==> config.mk <==
export PLATFORM = sky130hd
export DESIGN_NAME = ordered_key_pair_roll_detector
export DESIGN_NICKNAME = d
export VERILOG_FILES = /design/src/rtl/okprd_pkg.sv /design/src/rtl/okprd_ram.sv /design/src/rtl/okprd_ctrl.sv /design/src/rtl/okprd_dp.sv /design/src/rtl/ordered_key_pair_roll_detector.sv
export VERILOG_INCLUDE_DIRS = /design/src /design/src/rtl
export SDC_FILE = /design/constraint.sdc
export NUM_CORES = 1
export LEC_CHECK = 0
export BUFFER_PORTS_ARGS = -buffer_cell sky130_fd_sc_hd__buf_4
export CORE_MARGIN = 2
export CORE_UTILIZATION = 40
export CTS_CLUSTER_DIAMETER = 150
export DETAILED_ROUTE_END_ITERATION = 10
export SLEW_MARGIN = 20
export SYNTH_ARGS = -nofsm -noshare
export SYNTH_HDL_FRONTEND = slang
export SYNTH_SLANG_ARGS = --single-unit
==> constraint.sdc <==
create_clock -name clk -period 8.9 [get_ports clk]
set_input_delay 0 -clock clk [delete_from_list [all_inputs] [get_ports clk]]
set_output_delay 0 -clock clk [all_outputs]
set_load 0.01 [all_outputs]
==> src/rtl/ordered_key_pair_roll_detector_macros.svh <==
// Assertion macros for the ordered key pair roll detector.
`ifndef ORDERED_KEY_PAIR_ROLL_DETECTOR_MACROS_SVH
`define ORDERED_KEY_PAIR_ROLL_DETECTOR_MACROS_SVH

`ifndef ASSERT_OFF
`define OKPRD_ASSERT_SAME(label, clk, rst_n, ante, cons) \
	label: assert property (@(posedge clk) disable iff (!rst_n) (ante) |-> (cons)) \
		else $error("assertion failed");
`define OKPRD_ASSERT_NEXT(label, clk, rst_n, ante, cons) \
	label: assert property (@(posedge clk) disable iff (!rst_n) (ante) |=> (cons)) \
		else $error("assertion failed");
`else
`define OKPRD_ASSERT_SAME(label, clk, rst_n, ante, cons)
`define OKPRD_ASSERT_NEXT(label, clk, rst_n, ante, cons)
`endif

`endif

==> src/rtl/okprd_pkg.sv <==
// Shared types and codes for the ordered key pair roll detector.
package okprd_pkg;

	typedef enum logic [1:0] {
		OP_PRESS   = 2'd0,
		OP_RELEASE = 2'd1,
		OP_TICK    = 2'd2,
		OP_LOAD    = 2'd3
	} op_t;

	typedef enum logic [2:0] {
		ACT_PASS    = 3'd0,
		ACT_COMBO   = 3'd1,
		ACT_PRESS   = 3'd2,
		ACT_RELEASE = 3'd3,
		ACT_TAP     = 3'd4
	} act_t;

	localparam logic [15:0] TIMEOUT_RESET = 16'd100;
	localparam logic [15:0] TICKS_MAX     = 16'hFFFF;

	typedef struct packed {
		logic latch;
		logic scan;
		logic decide;
		logic emit2;
	} cmd_t;

	typedef struct packed {
		logic scan_done;
		logic is_press;
		logic two_results;
	} sts_t;

endpackage

==> src/rtl/okprd_ram.sv <==
// Generic single write port RAM with registered read.
module okprd_ram #(
	parameter int WIDTH = 32,
	parameter int DEPTH = 16
) (
	input  logic                                      clk,
	input  logic                                      we,
	input  logic [((DEPTH > 1) ? $clog2(DEPTH) : 1)-1:0] waddr,
	input  logic [WIDTH-1:0]                          wdata,
	input  logic                                      re,
	input  logic [((DEPTH > 1) ? $clog2(DEPTH) : 1)-1:0] raddr,
	output logic [WIDTH-1:0]                          rdata
);

	logic [WIDTH-1:0] mem [DEPTH];
	logic [WIDTH-1:0] rdata_q;

	always_ff @(posedge clk) begin
		if (we) begin
			mem[waddr] <= wdata;
		end
		if (re) begin
			rdata_q <= mem[raddr];
		end
	end

	assign rdata = rdata_q;

endmodule

==> src/rtl/okprd_ctrl.sv <==
// Controller state machine: accept, table scan, decision and result sequencing.
module okprd_ctrl import okprd_pkg::*; (
	input  logic clk,
	input  logic arst_n,
	input  logic start,
	input  sts_t sts,
	output cmd_t cmd,
	output logic busy
);

	typedef enum logic [2:0] {
		ST_IDLE,
		ST_SCAN,
		ST_DRAIN,
		ST_DECIDE,
		ST_EMIT2
	} state_t;

	state_t state_q;

	always_ff @(posedge clk or negedge arst_n) begin
		if (!arst_n) begin
			state_q <= ST_IDLE;
		end else begin
			case (state_q)
				ST_IDLE: begin
					if (start) begin
						state_q <= sts.is_press ? ST_SCAN : ST_DECIDE;
					end
				end
				ST_SCAN: begin
					if (sts.scan_done) begin
						state_q <= ST_DRAIN;
					end
				end
				ST_DRAIN:  state_q <= ST_DECIDE;
				ST_DECIDE: state_q <= sts.two_results ? ST_EMIT2 : ST_IDLE;
				ST_EMIT2:  state_q <= ST_IDLE;
				default:   state_q <= ST_IDLE;
			endcase
		end
	end

	always_comb begin
		cmd        = '0;
		cmd.latch  = start && (state_q == ST_IDLE);
		cmd.scan   = (state_q == ST_SCAN);
		cmd.decide = (state_q == ST_DECIDE);
		cmd.emit2  = (state_q == ST_EMIT2);
	end

	assign busy = (state_q != ST_IDLE);

endmodule

==> src/rtl/okprd_dp.sv <==
// Datapath: item latch, pair table, scan compare, roll state and result registers.
module okprd_dp import okprd_pkg::*; #(
	parameter int TABLE_ENTRIES = 16
) (
	input  logic        clk,
	input  logic        arst_n,
	input  cmd_t        cmd,
	output sts_t        sts,
	input  logic        cfg_we,
	input  logic [15:0] cfg_data,
	input  logic [1:0]  operation,
	input  logic [15:0] keycode,
	input  logic [3:0]  entry_index,
	input  logic [15:0] entry_first,
	input  logic [15:0] entry_second,
	input  logic        entry_valid,
	output logic        result_strobe,
	output logic [2:0]  action,
	output logic [15:0] key_out,
	output logic [3:0]  match_index,
	output logic        last
);

	localparam int AW = (TABLE_ENTRIES > 1) ? $clog2(TABLE_ENTRIES) : 1;

	op_t         op_q;
	logic [15:0] key_q;
	logic [3:0]  eidx_q;
	logic [15:0] efirst_q;
	logic [15:0] esecond_q;
	logic        evalid_q;

	logic [15:0] timeout_q;
	logic        in_roll_q;
	logic [15:0] held_q;
	logic [15:0] elapsed_q;

	logic [TABLE_ENTRIES-1:0] valid_q;
	logic [AW-1:0]            cnt_q;
	logic                     rd_s1;
	logic                     valid_s1;
	logic [AW-1:0]            idx_s1;
	logic [31:0]              rdata;

	logic          first_hit_q;
	logic          pair_hit_q;
	logic [AW-1:0] pair_idx_q;

	logic        strobe_q;
	act_t        act_q;
	logic [15:0] kout_q;
	logic [3:0]  cidx_q;
	logic        last_q;
	act_t        pend_act_q;
	logic [15:0] pend_key_q;

	logic        load_we;
	logic        first_m;
	logic        pair_m;
	logic [15:0] elapsed_nx;
	logic        tmo;

	logic        r0_v;
	act_t        r0_act;
	logic [15:0] r0_key;
	logic [3:0]  r0_idx;
	logic        r1_v;
	act_t        r1_act;
	logic [15:0] r1_key;
	logic        roll_clr;
	logic        hold_set;
	logic        tick_upd;

	assign load_we = cmd.decide && (op_q == OP_LOAD) && (int'(eidx_q) < TABLE_ENTRIES);

	okprd_ram #(
		.WIDTH(32),
		.DEPTH(TABLE_ENTRIES)
	) u_table (
		.clk  (clk),
		.we   (load_we),
		.waddr(AW'(eidx_q)),
		.wdata({efirst_q, esecond_q}),
		.re   (cmd.scan),
		.raddr(cnt_q),
		.rdata(rdata)
	);

	assign first_m = rd_s1 && valid_s1 && (rdata[31:16] == key_q);
	assign pair_m  = rd_s1 && valid_s1 && (rdata[31:16] == held_q) && (rdata[15:0] == key_q);

	assign elapsed_nx = (elapsed_q == TICKS_MAX) ? elapsed_q : elapsed_q + 16'd1;
	assign tmo        = (elapsed_nx > timeout_q);

	always_comb begin
		r0_v     = 1'b0;
		r0_act   = ACT_PASS;
		r0_key   = key_q;
		r0_idx   = '0;
		r1_v     = 1'b0;
		r1_act   = ACT_PASS;
		r1_key   = key_q;
		roll_clr = 1'b0;
		hold_set = 1'b0;
		tick_upd = 1'b0;
		case (op_q)
			OP_PRESS: begin
				if (in_roll_q) begin
					roll_clr = 1'b1;
					r0_v     = 1'b1;
					if (pair_hit_q) begin
						r0_act = ACT_COMBO;
						r0_key = '0;
						r0_idx = 4'(pair_idx_q);
						r1_v   = 1'b1;
						r1_act = ACT_RELEASE;
						r1_key = held_q;
					end else begin
						r0_act = ACT_PRESS;
						r0_key = held_q;
						if (first_hit_q) begin
							hold_set = 1'b1;
						end else begin
							r1_v = 1'b1;
						end
					end
				end else if (first_hit_q) begin
					hold_set = 1'b1;
				end else begin
					r0_v = 1'b1;
				end
			end
			OP_RELEASE: begin
				r0_v = 1'b1;
				if (in_roll_q) begin
					roll_clr = 1'b1;
					r0_act   = ACT_TAP;
					r0_key   = held_q;
				end
			end
			OP_TICK: begin
				if (in_roll_q) begin
					tick_upd = 1'b1;
					if (tmo) begin
						roll_clr = 1'b1;
						r0_v     = 1'b1;
						r0_act   = ACT_PRESS;
						r0_key   = held_q;
					end
				end
			end
			default: ;
		endcase
	end

	always_ff @(posedge clk or negedge arst_n) begin
		if (!arst_n) begin
			timeout_q <= TIMEOUT_RESET;
			in_roll_q <= 1'b0;
			held_q    <= '0;
			elapsed_q <= '0;
			valid_q   <= '0;
			rd_s1     <= 1'b0;
			strobe_q  <= 1'b0;
		end else begin
			if (cfg_we) begin
				timeout_q <= cfg_data;
			end
			rd_s1 <= cmd.scan;
			if (load_we) begin
				valid_q[AW'(eidx_q)] <= evalid_q;
			end
			if (cmd.decide) begin
				if (hold_set) begin
					in_roll_q <= 1'b1;
					held_q    <= key_q;
					elapsed_q <= '0;
				end else if (roll_clr) begin
					in_roll_q <= 1'b0;
				end
				if (tick_upd) begin
					elapsed_q <= elapsed_nx;
				end
			end
			strobe_q <= (cmd.decide && r0_v) || cmd.emit2;
		end
	end

	always_ff @(posedge clk) begin
		if (cmd.latch) begin
			op_q        <= op_t'(operation);
			key_q       <= keycode;
			eidx_q      <= entry_index;
			efirst_q    <= entry_first;
			esecond_q   <= entry_second;
			evalid_q    <= entry_valid;
			cnt_q       <= '0;
			first_hit_q <= 1'b0;
			pair_hit_q  <= 1'b0;
			pair_idx_q  <= '0;
		end else begin
			if (cmd.scan) begin
				cnt_q <= cnt_q + AW'(1);
			end
			if (first_m) begin
				first_hit_q <= 1'b1;
			end
			if (pair_m && !pair_hit_q) begin
				pair_hit_q <= 1'b1;
				pair_idx_q <= idx_s1;
			end
		end
		if (cmd.scan) begin
			valid_s1 <= valid_q[cnt_q];
			idx_s1   <= cnt_q;
		end
		if (cmd.decide) begin
			act_q      <= r0_act;
			kout_q     <= r0_key;
			cidx_q     <= r0_idx;
			last_q     <= !r1_v;
			pend_act_q <= r1_act;
			pend_key_q <= r1_key;
		end else if (cmd.emit2) begin
			act_q  <= pend_act_q;
			kout_q <= pend_key_q;
			cidx_q <= '0;
			last_q <= 1'b1;
		end
	end

	always_comb begin
		sts             = '0;
		sts.scan_done   = (cnt_q == AW'(TABLE_ENTRIES - 1));
		sts.is_press    = (op_t'(operation) == OP_PRESS);
		sts.two_results = r1_v;
	end

	assign result_strobe = strobe_q;
	assign action        = act_q;
	assign key_out       = kout_q;
	assign match_index   = cidx_q;
	assign last          = last_q;

endmodule

==> src/rtl/ordered_key_pair_roll_detector.sv <==
// Top level of the ordered key pair roll detector.
// Busy stays high from the accepting edge until the item is done. A press item scans the
// pair table, one entry per cycle through the single read port of the pair table memory,
// then passes a drain state before its decision; release, tick and load items go straight
// to the decision, and two results add a second result state. Results come out on result_strobe for exactly
// one cycle each, back to back when an item gives two, and the receiver cannot stall
// them. The timeout register may be written at any time the block is not busy.
`include "ordered_key_pair_roll_detector_macros.svh"
module ordered_key_pair_roll_detector import okprd_pkg::*; #(
	parameter int TABLE_ENTRIES = 16
) (
	input  logic        clk,
	input  logic        arst_n,
	input  logic        start,
	output logic        busy,
	input  logic [1:0]  operation,
	input  logic [15:0] keycode,
	input  logic [3:0]  entry_index,
	input  logic [15:0] entry_first,
	input  logic [15:0] entry_second,
	input  logic        entry_valid,
	input  logic        cfg_valid,
	output logic        cfg_ready,
	input  logic [15:0] cfg_data,
	output logic        result_strobe,
	output logic [2:0]  action,
	output logic [15:0] key_out,
	output logic [3:0]  match_index,
	output logic        last
);

	cmd_t cmd;
	sts_t sts;

	assign cfg_ready = 1'b1;

	okprd_ctrl u_ctrl (
		.clk   (clk),
		.arst_n(arst_n),
		.start (start),
		.sts   (sts),
		.cmd   (cmd),
		.busy  (busy)
	);

	okprd_dp #(
		.TABLE_ENTRIES(TABLE_ENTRIES)
	) u_dp (
		.clk          (clk),
		.arst_n       (arst_n),
		.cmd          (cmd),
		.sts          (sts),
		.cfg_we       (cfg_valid && cfg_ready),
		.cfg_data     (cfg_data),
		.operation    (operation),
		.keycode      (keycode),
		.entry_index  (entry_index),
		.entry_first  (entry_first),
		.entry_valid  (entry_valid),
		.entry_second (entry_second),
		.result_strobe(result_strobe),
		.action       (action),
		.key_out      (key_out),
		.match_index  (match_index),
		.last         (last)
	);

	`OKPRD_ASSERT_NEXT(a_accept_busy, clk, arst_n, start && !busy, busy)
	`OKPRD_ASSERT_NEXT(a_second_beat, clk, arst_n, result_strobe && !last, result_strobe && last)
	`OKPRD_ASSERT_NEXT(a_combo_release, clk, arst_n, result_strobe && (action == ACT_COMBO), result_strobe && (action == ACT_RELEASE))
	`OKPRD_ASSERT_SAME(a_first_of_two, clk, arst_n, result_strobe && !last, busy)

endmodule
; ---- After elaboration in Yosys (flattened, before gate mapping)
; Memories as Yosys holds them, arrays and structs flattened. A register that Yosys moved wholly into a read port is not among the register bits.
; Cells that the tools add are included.
[totals]
n_memories = 1
mem_bits_rw = 512
out_inout_bits = 27
ff_bits = 183
input_bits = 75
[mem_list]
columns = name, depth, word_bits, rd, rd_ports_with_merged_regs, write_ports, line_no
row1 = u_dp.u_table.mem, 16, 32, 1, 1, 1, okprd_ram.sv:15  ; logic [WIDTH-1:0] mem [DEPTH];
[op_classes]
order_cmp = 4
n_reduce_logical = 25
mux = 59
add_sub_neg = 2
n_eq_ne = 14
[op_table]
columns = operator, count
row1 = 16-bit 2-to-1 mux, 13
row2 = 16-bit equality test, 3
row3 = 16-bit one-hot mux with 3 select lines, 1
row4 = 3-bit 2-to-1 mux, 8
row5 = 1-bit 2-to-1 mux, 21
row6 = 4-bit 2-to-1 mux, 5
row7 = "16-bit by 1-bit adder with 16-bit output, second input constant", 1
row8 = 16-bit bitwise mux, 1
row9 = "16-bit equality test, second input constant", 1
row10 = 16-bit > comparator, 1
row11 = 3-bit one-hot mux with 4 select lines, 1
row12 = "4-bit by 5-bit less-than comparator with 1-bit output, second input constant", 2
row13 = 2-bit AND reduction, 5
row14 = 1-bit logical AND, 9
row15 = 3-bit one-hot mux with 3 select lines, 1
row16 = 2-bit 2-to-1 mux, 4
row17 = "3-bit by 2-bit equality test with 1-bit output, second input constant", 2
row18 = 2-bit nonzero test, 3
row19 = "4-bit by 1-bit adder with 4-bit output, second input constant", 1
row20 = 1-bit binary-select mux with 4-bit select, 1
row21 = 1-bit demux with 4-bit select, 1
row22 = "2-bit equality test, second input constant", 2
row23 = "4-bit equality test, second input constant", 1
row24 = "4-bit by 1-bit >= comparator with 1-bit output, second input constant", 1
row25 = 12 further kinds, 15

; ---- Depth between registers and ports, before layout
[depth]
ltp_word = 8
depth_mapped = 15
depth_no_buf = 14

; ---- By module
; Synthesis repeated with hierarchy kept, for this count alone.
[hier_totals]
cells_unflattened = 1587
area_unflattened_um2 = 29082.9
[by_module_without_submodules]
columns = mod, area_per_inst_um2, seq_area_each_um2, cells_each, instances
row1 = okprd_ram, 20174.3, 16335.7, 838, 1
row2 = okprd_dp, 8730.9, 4913.5, 730, 1
row3 = okprd_ctrl, 166.4, 75.1, 17, 1
row4 = ordered_key_pair_roll_detector, 11.3, 0.0, 2, 1

; ---- Worst setup path after synthesis
; Ideal clock, no wire load.
[synth_path]
path_kind = register -> register
from = register u_ctrl.state_q[2]
to = register u_dp.cnt_q[3]
arrival_ns = 4.119
path_stages_with_launch = 5
period_less_slack_ns = 4.333
t_required_ns = 8.686
setup_time_ns = 0.214
slack_ns = 4.567
cell_sequence = dfrtp_1 nor3b_1 nand4_1 xor2_1 nor2_1
[synth_lines]
columns = item, line_no
row1 = start: declaration, okprd_ctrl.sv:19  ; state_t state_q;
row2 = start signal: assignment, okprd_ctrl.sv:28  ; state_q <= sts.is_press ? ST_SCAN : ST_DECIDE;
row3 = start signal: assignment, okprd_ctrl.sv:37  ; ST_DECIDE: state_q <= sts.two_results ? ST_EMIT2 : ST_IDLE;
row4 = end signal: assignment, okprd_dp.sv:203  ; cnt_q <= cnt_q + AW'(1);
row5 = end: declaration, okprd_dp.sv:39  ; logic [AW-1:0] cnt_q;

; ---- Worst setup path in the final report
[layout_path]
from = register u_dp.elapsed_q[7]
to = register u_dp.kout_q[6] (netlist: u_dp.key_out[6]) (data pin)
[layout_between]
elab_chain_len = 7
word_cells_on_any_way = 8
classes_between = add/sub (1) / order compare (1) / eq/ne (1) / mux (5)
[layout_lines]
columns = item, line_no
row1 = start: declaration, okprd_dp.sv:36  ; logic [15:0] elapsed_q;
row2 = start signal: assignment, okprd_dp.sv:182  ; elapsed_q <= elapsed_nx;
row3 = 16-bit by 1-bit adder with 16-bit output or 16-bit equality test (tied branches), okprd_dp.sv:92  ; assign elapsed_nx = (elapsed_q == TICKS_MAX) ? elapsed_q : elapsed_q + 16'd1;
row4 = 16-bit 2-to-1 mux (*), okprd_dp.sv:92
row5 = 16-bit > comparator (*), okprd_dp.sv:93  ; assign tmo = (elapsed_nx > timeout_q);
row6 = 16-bit 2-to-1 mux (*), okprd_dp.sv:144  ; if (tmo) begin
row7 = 16-bit 2-to-1 mux (*), okprd_dp.sv:142  ; if (in_roll_q) begin
row8 = 16-bit one-hot mux with 3 select lines (*), okprd_dp.sv:106  ; case (op_q)
row9 = 16-bit 2-to-1 mux (*), okprd_dp.sv:217  ; if (cmd.decide) begin
row10 = end signal: assignment, okprd_dp.sv:219  ; kout_q <= r0_key;
row11 = end signal: assignment, okprd_dp.sv:226  ; kout_q <= pend_key_q;
row12 = end: declaration, okprd_dp.sv:51  ; logic [15:0] kout_q;
; Every way passes the cells marked *; elsewhere a longest branch is shown, timed or not.
; A chain may end at the register's enable or synchronous reset.

==> results.ini <==
[clocking]
cts_tree = built
cts.sinks = 725
cts_made_buffers = 77
ctsHtreeMaxLevel = 3
clk_latency_ns = 0.62
root_buffer = clkbuf_16
clock_path_buffers = 3
clk_pin_slew_ns = 0.06

[sta]
clock_skew_ns = 0.0233
period_share_pct = 48.5
setup_tns_ns = 0
fin_ws_ns = 4.59
final.min_clock_period_ns = 4.31
max-slew-margin-rel_pct = 24.9
fmax_ghz = 0.232
slew_violations = 0
rsz0062_at_grt = false
hold_violations = 0
worstMarginPinSlew_ns = 1.13
setup_violations = 0

[critical_path]
slowest_delay_ns = 0.69
path_class = register to register
cp_slowest_cell = a31oi_4
end_kind = register
path_max_fanout = 35
critPathLaunchType = register
cp.arrival_ns = 4.67
cp_cell_sequence = nand4_1 -> nor3_2 -> nand2_1 -> nand2_1 -> nor2_1 -> xor2_1 -> ha_1 -> nand4_1 -> or3_1 -> a21o_1 -> a31oi_4 -> nor2_1 -> a211o_1
crit_required_ns = 9.26

[floorplanning]
coreArea_sq_um = 71700
initial_utilization_pct = 40.5
io_pins = 102
die_h_microns = 274
rows = 98
die_area_sq_um = 74800
die_w_microns = 274

[route]
drt_first_pass_iters = 7
drt_wl_total_microns = 67200
wl_per_cell_microns = 24.4
drt-initial-drc-count = 1754
final_antenna_net_count = 0
drc = 0
routed_via_density = 5.46
vias = 15100

[run]
maxCapViolations = 0

[grt]
grt_use_total_pct = 18.1
grt_pass1_wl_microns = 100000
antenna_found_initial = 0
grt_overflow = 0
grt_max_degree = 71
grt_pass1_vias = 15500
grtUsageMet1_pct = 25.1
grt_util_met3_pct = 3.46
met2_usage_pct = 29.3
busiest_layer = met2

[power_and_ir_drop]
p_leak_uw = 0.0118
power.density_nw_per_um2 = 284
ir_worst_vdd_mv = 0.204

[cells_and_area]
largest-register = u_dp.u_table.mem
syn2layout_area_growth_pct = 18.3
fin_cells = 2755
diodes = 0
final_layout_size_suffix_gt1_share_pct = 24.5
design_area_sq_um = 34400
nets = 1834
layout_common_cells = edfxtp_1, mux4_2, buf_4
largest_reg_flops = 512
final_common_cell = edfxtp_1

[yosys]
synthArstFlopShare_pct = 9.66
syn-cell-area_sq_um = 29100
synth_fp_nets = 1616
synth_edf_count = 645
syn_inst = 1523
ys_ff_latch = 725
synth-seq-area-share_pct = 73.4
netlist-cell-type-count = 57
avgSynthCellArea_sq_um = 19.1
synth_warnings = 0
synth-main-ff-cell = edfxtp_1

[hold_path]
min_path_type = input port to asynchronous set/reset pin

[place]
dp_slack_ns = 4.64
placed_cells = 2508
globalplace.congestion = 0.779
place_area_sq_um = 30900
dp_hpwl_microns = 35800
io_buffers = 100

[outcome]
outcome = complete, no violations

[power breakdown]
part	switching (uW)	total, uW	leakage (uW)	internal [uW]
Combinational	1060	2140	0.00375	1080
Clock	1310	3050	0.00117	1740
Sequential	389	4580	0.00685	4190
Total	2760	9770	0.0118	7010
[stage by stage]
| step | power, uW | util [%] | hold WS, ns |
|---|---|---|---|
| 2_1_floorplan | 6070 | - | -0.296 |
| 3_3_place_gp | 6740 | 43.1 | 0.179 |
| 4_1_cts | 9880 | 47.9 | 0.0577 |
| 5_1_grt | 10200 | 47.9 | 0.0830 |
| 3_5_place_dp | 6780 | 43.1 | 0.180 |
| 6_report | 9770 | 47.9 | 0.0745 |
[synth_stat cells, drive strengths merged (22+ instances only)]
cell type    n  share of area [%]
buf         36               0.72
xor2        34                1.0
o21ai       60                1.0
edfxtp     645                 67
inv         22               0.28
nand2       73               0.94
nor2        57               0.77
clkbuf      55               0.71
nand3       35               0.60
mux4       165                 13
dfrtp       67                5.8
mux2        50                1.9
xnor2       27               0.89
[metal layers]
metal	part of all wire, %	up-vias	routed length, microns
li1	-	6580	-
met1	43	7860	29100
met2	48	509	32400
met3	6.5	104	4370
met4	2.0	0	1370
met5	0	-	0
[worst paths after layout]
path	startpoint	end	slack, ns	depth (start not counted)
max in group asynchronous	arst_n	u_dp.held_q[5]	8.22	2
worst min register to register	u_dp.cnt_q[2]	u_dp.idx_s1[2]	0.45	0
worst max register to register	u_dp.elapsed_q[7]	u_dp.key_out[6]	4.59	13
worst min-delay path	arst_n	u_dp.timeout_q[9]	0.07	2
min in group clk	entry_second[10]	u_dp.esecond_q[10]	0.09	2
worst max-delay path	u_dp.elapsed_q[7]	u_dp.key_out[6]	4.59	13
[layout make-up]
class | count | area [sq um]
well taps | 950 | 1190
flip-flops and latches | 725 | 21300
clock inverters | 44 | 354
inverters | 22 | 82.6
fillers | 5923 | 37300
repair buffers | 230 | 1990
multi-input cells | 685 | 7380
clock buffers | 99 | 2060
[worst max-delay path, delay by kind of cell (launching register included)]
kind,cells,cell delay [ns]
simple gates,8,1.87
compound gates,3,1.19
flops,1,0.50
fa+ha+maj,1,0.33
xor+xnor,1,0.16
[kinds of logic (layout without fill, tap and decap cells)]
logic type | count (synthesis) | count (layout) | share of synthesized area [%]
AO/OA/AOI/OAI | 139 | 139 | 3.06
XOR/XNOR | 61 | 61 | 1.92
adder cells (fa/ha/maj) | 18 | 18 | 0.775
buffers and inverters | 113 | 395 | 1.71
flip-flops | 725 | 725 | 73.4
multiplexers | 221 | 221 | 14.9
other | 1 | 1 | 0.0129
AND/OR/NAND/NOR | 245 | 245 | 4.24
[timing repair]
item	CTS	global route
gates resized for setup	0	0
hold endpoints to repair	143	0
buffers inserted	0	0
hold buffers	104	0
Note: power is estimated with default switching activity, not from simulation.
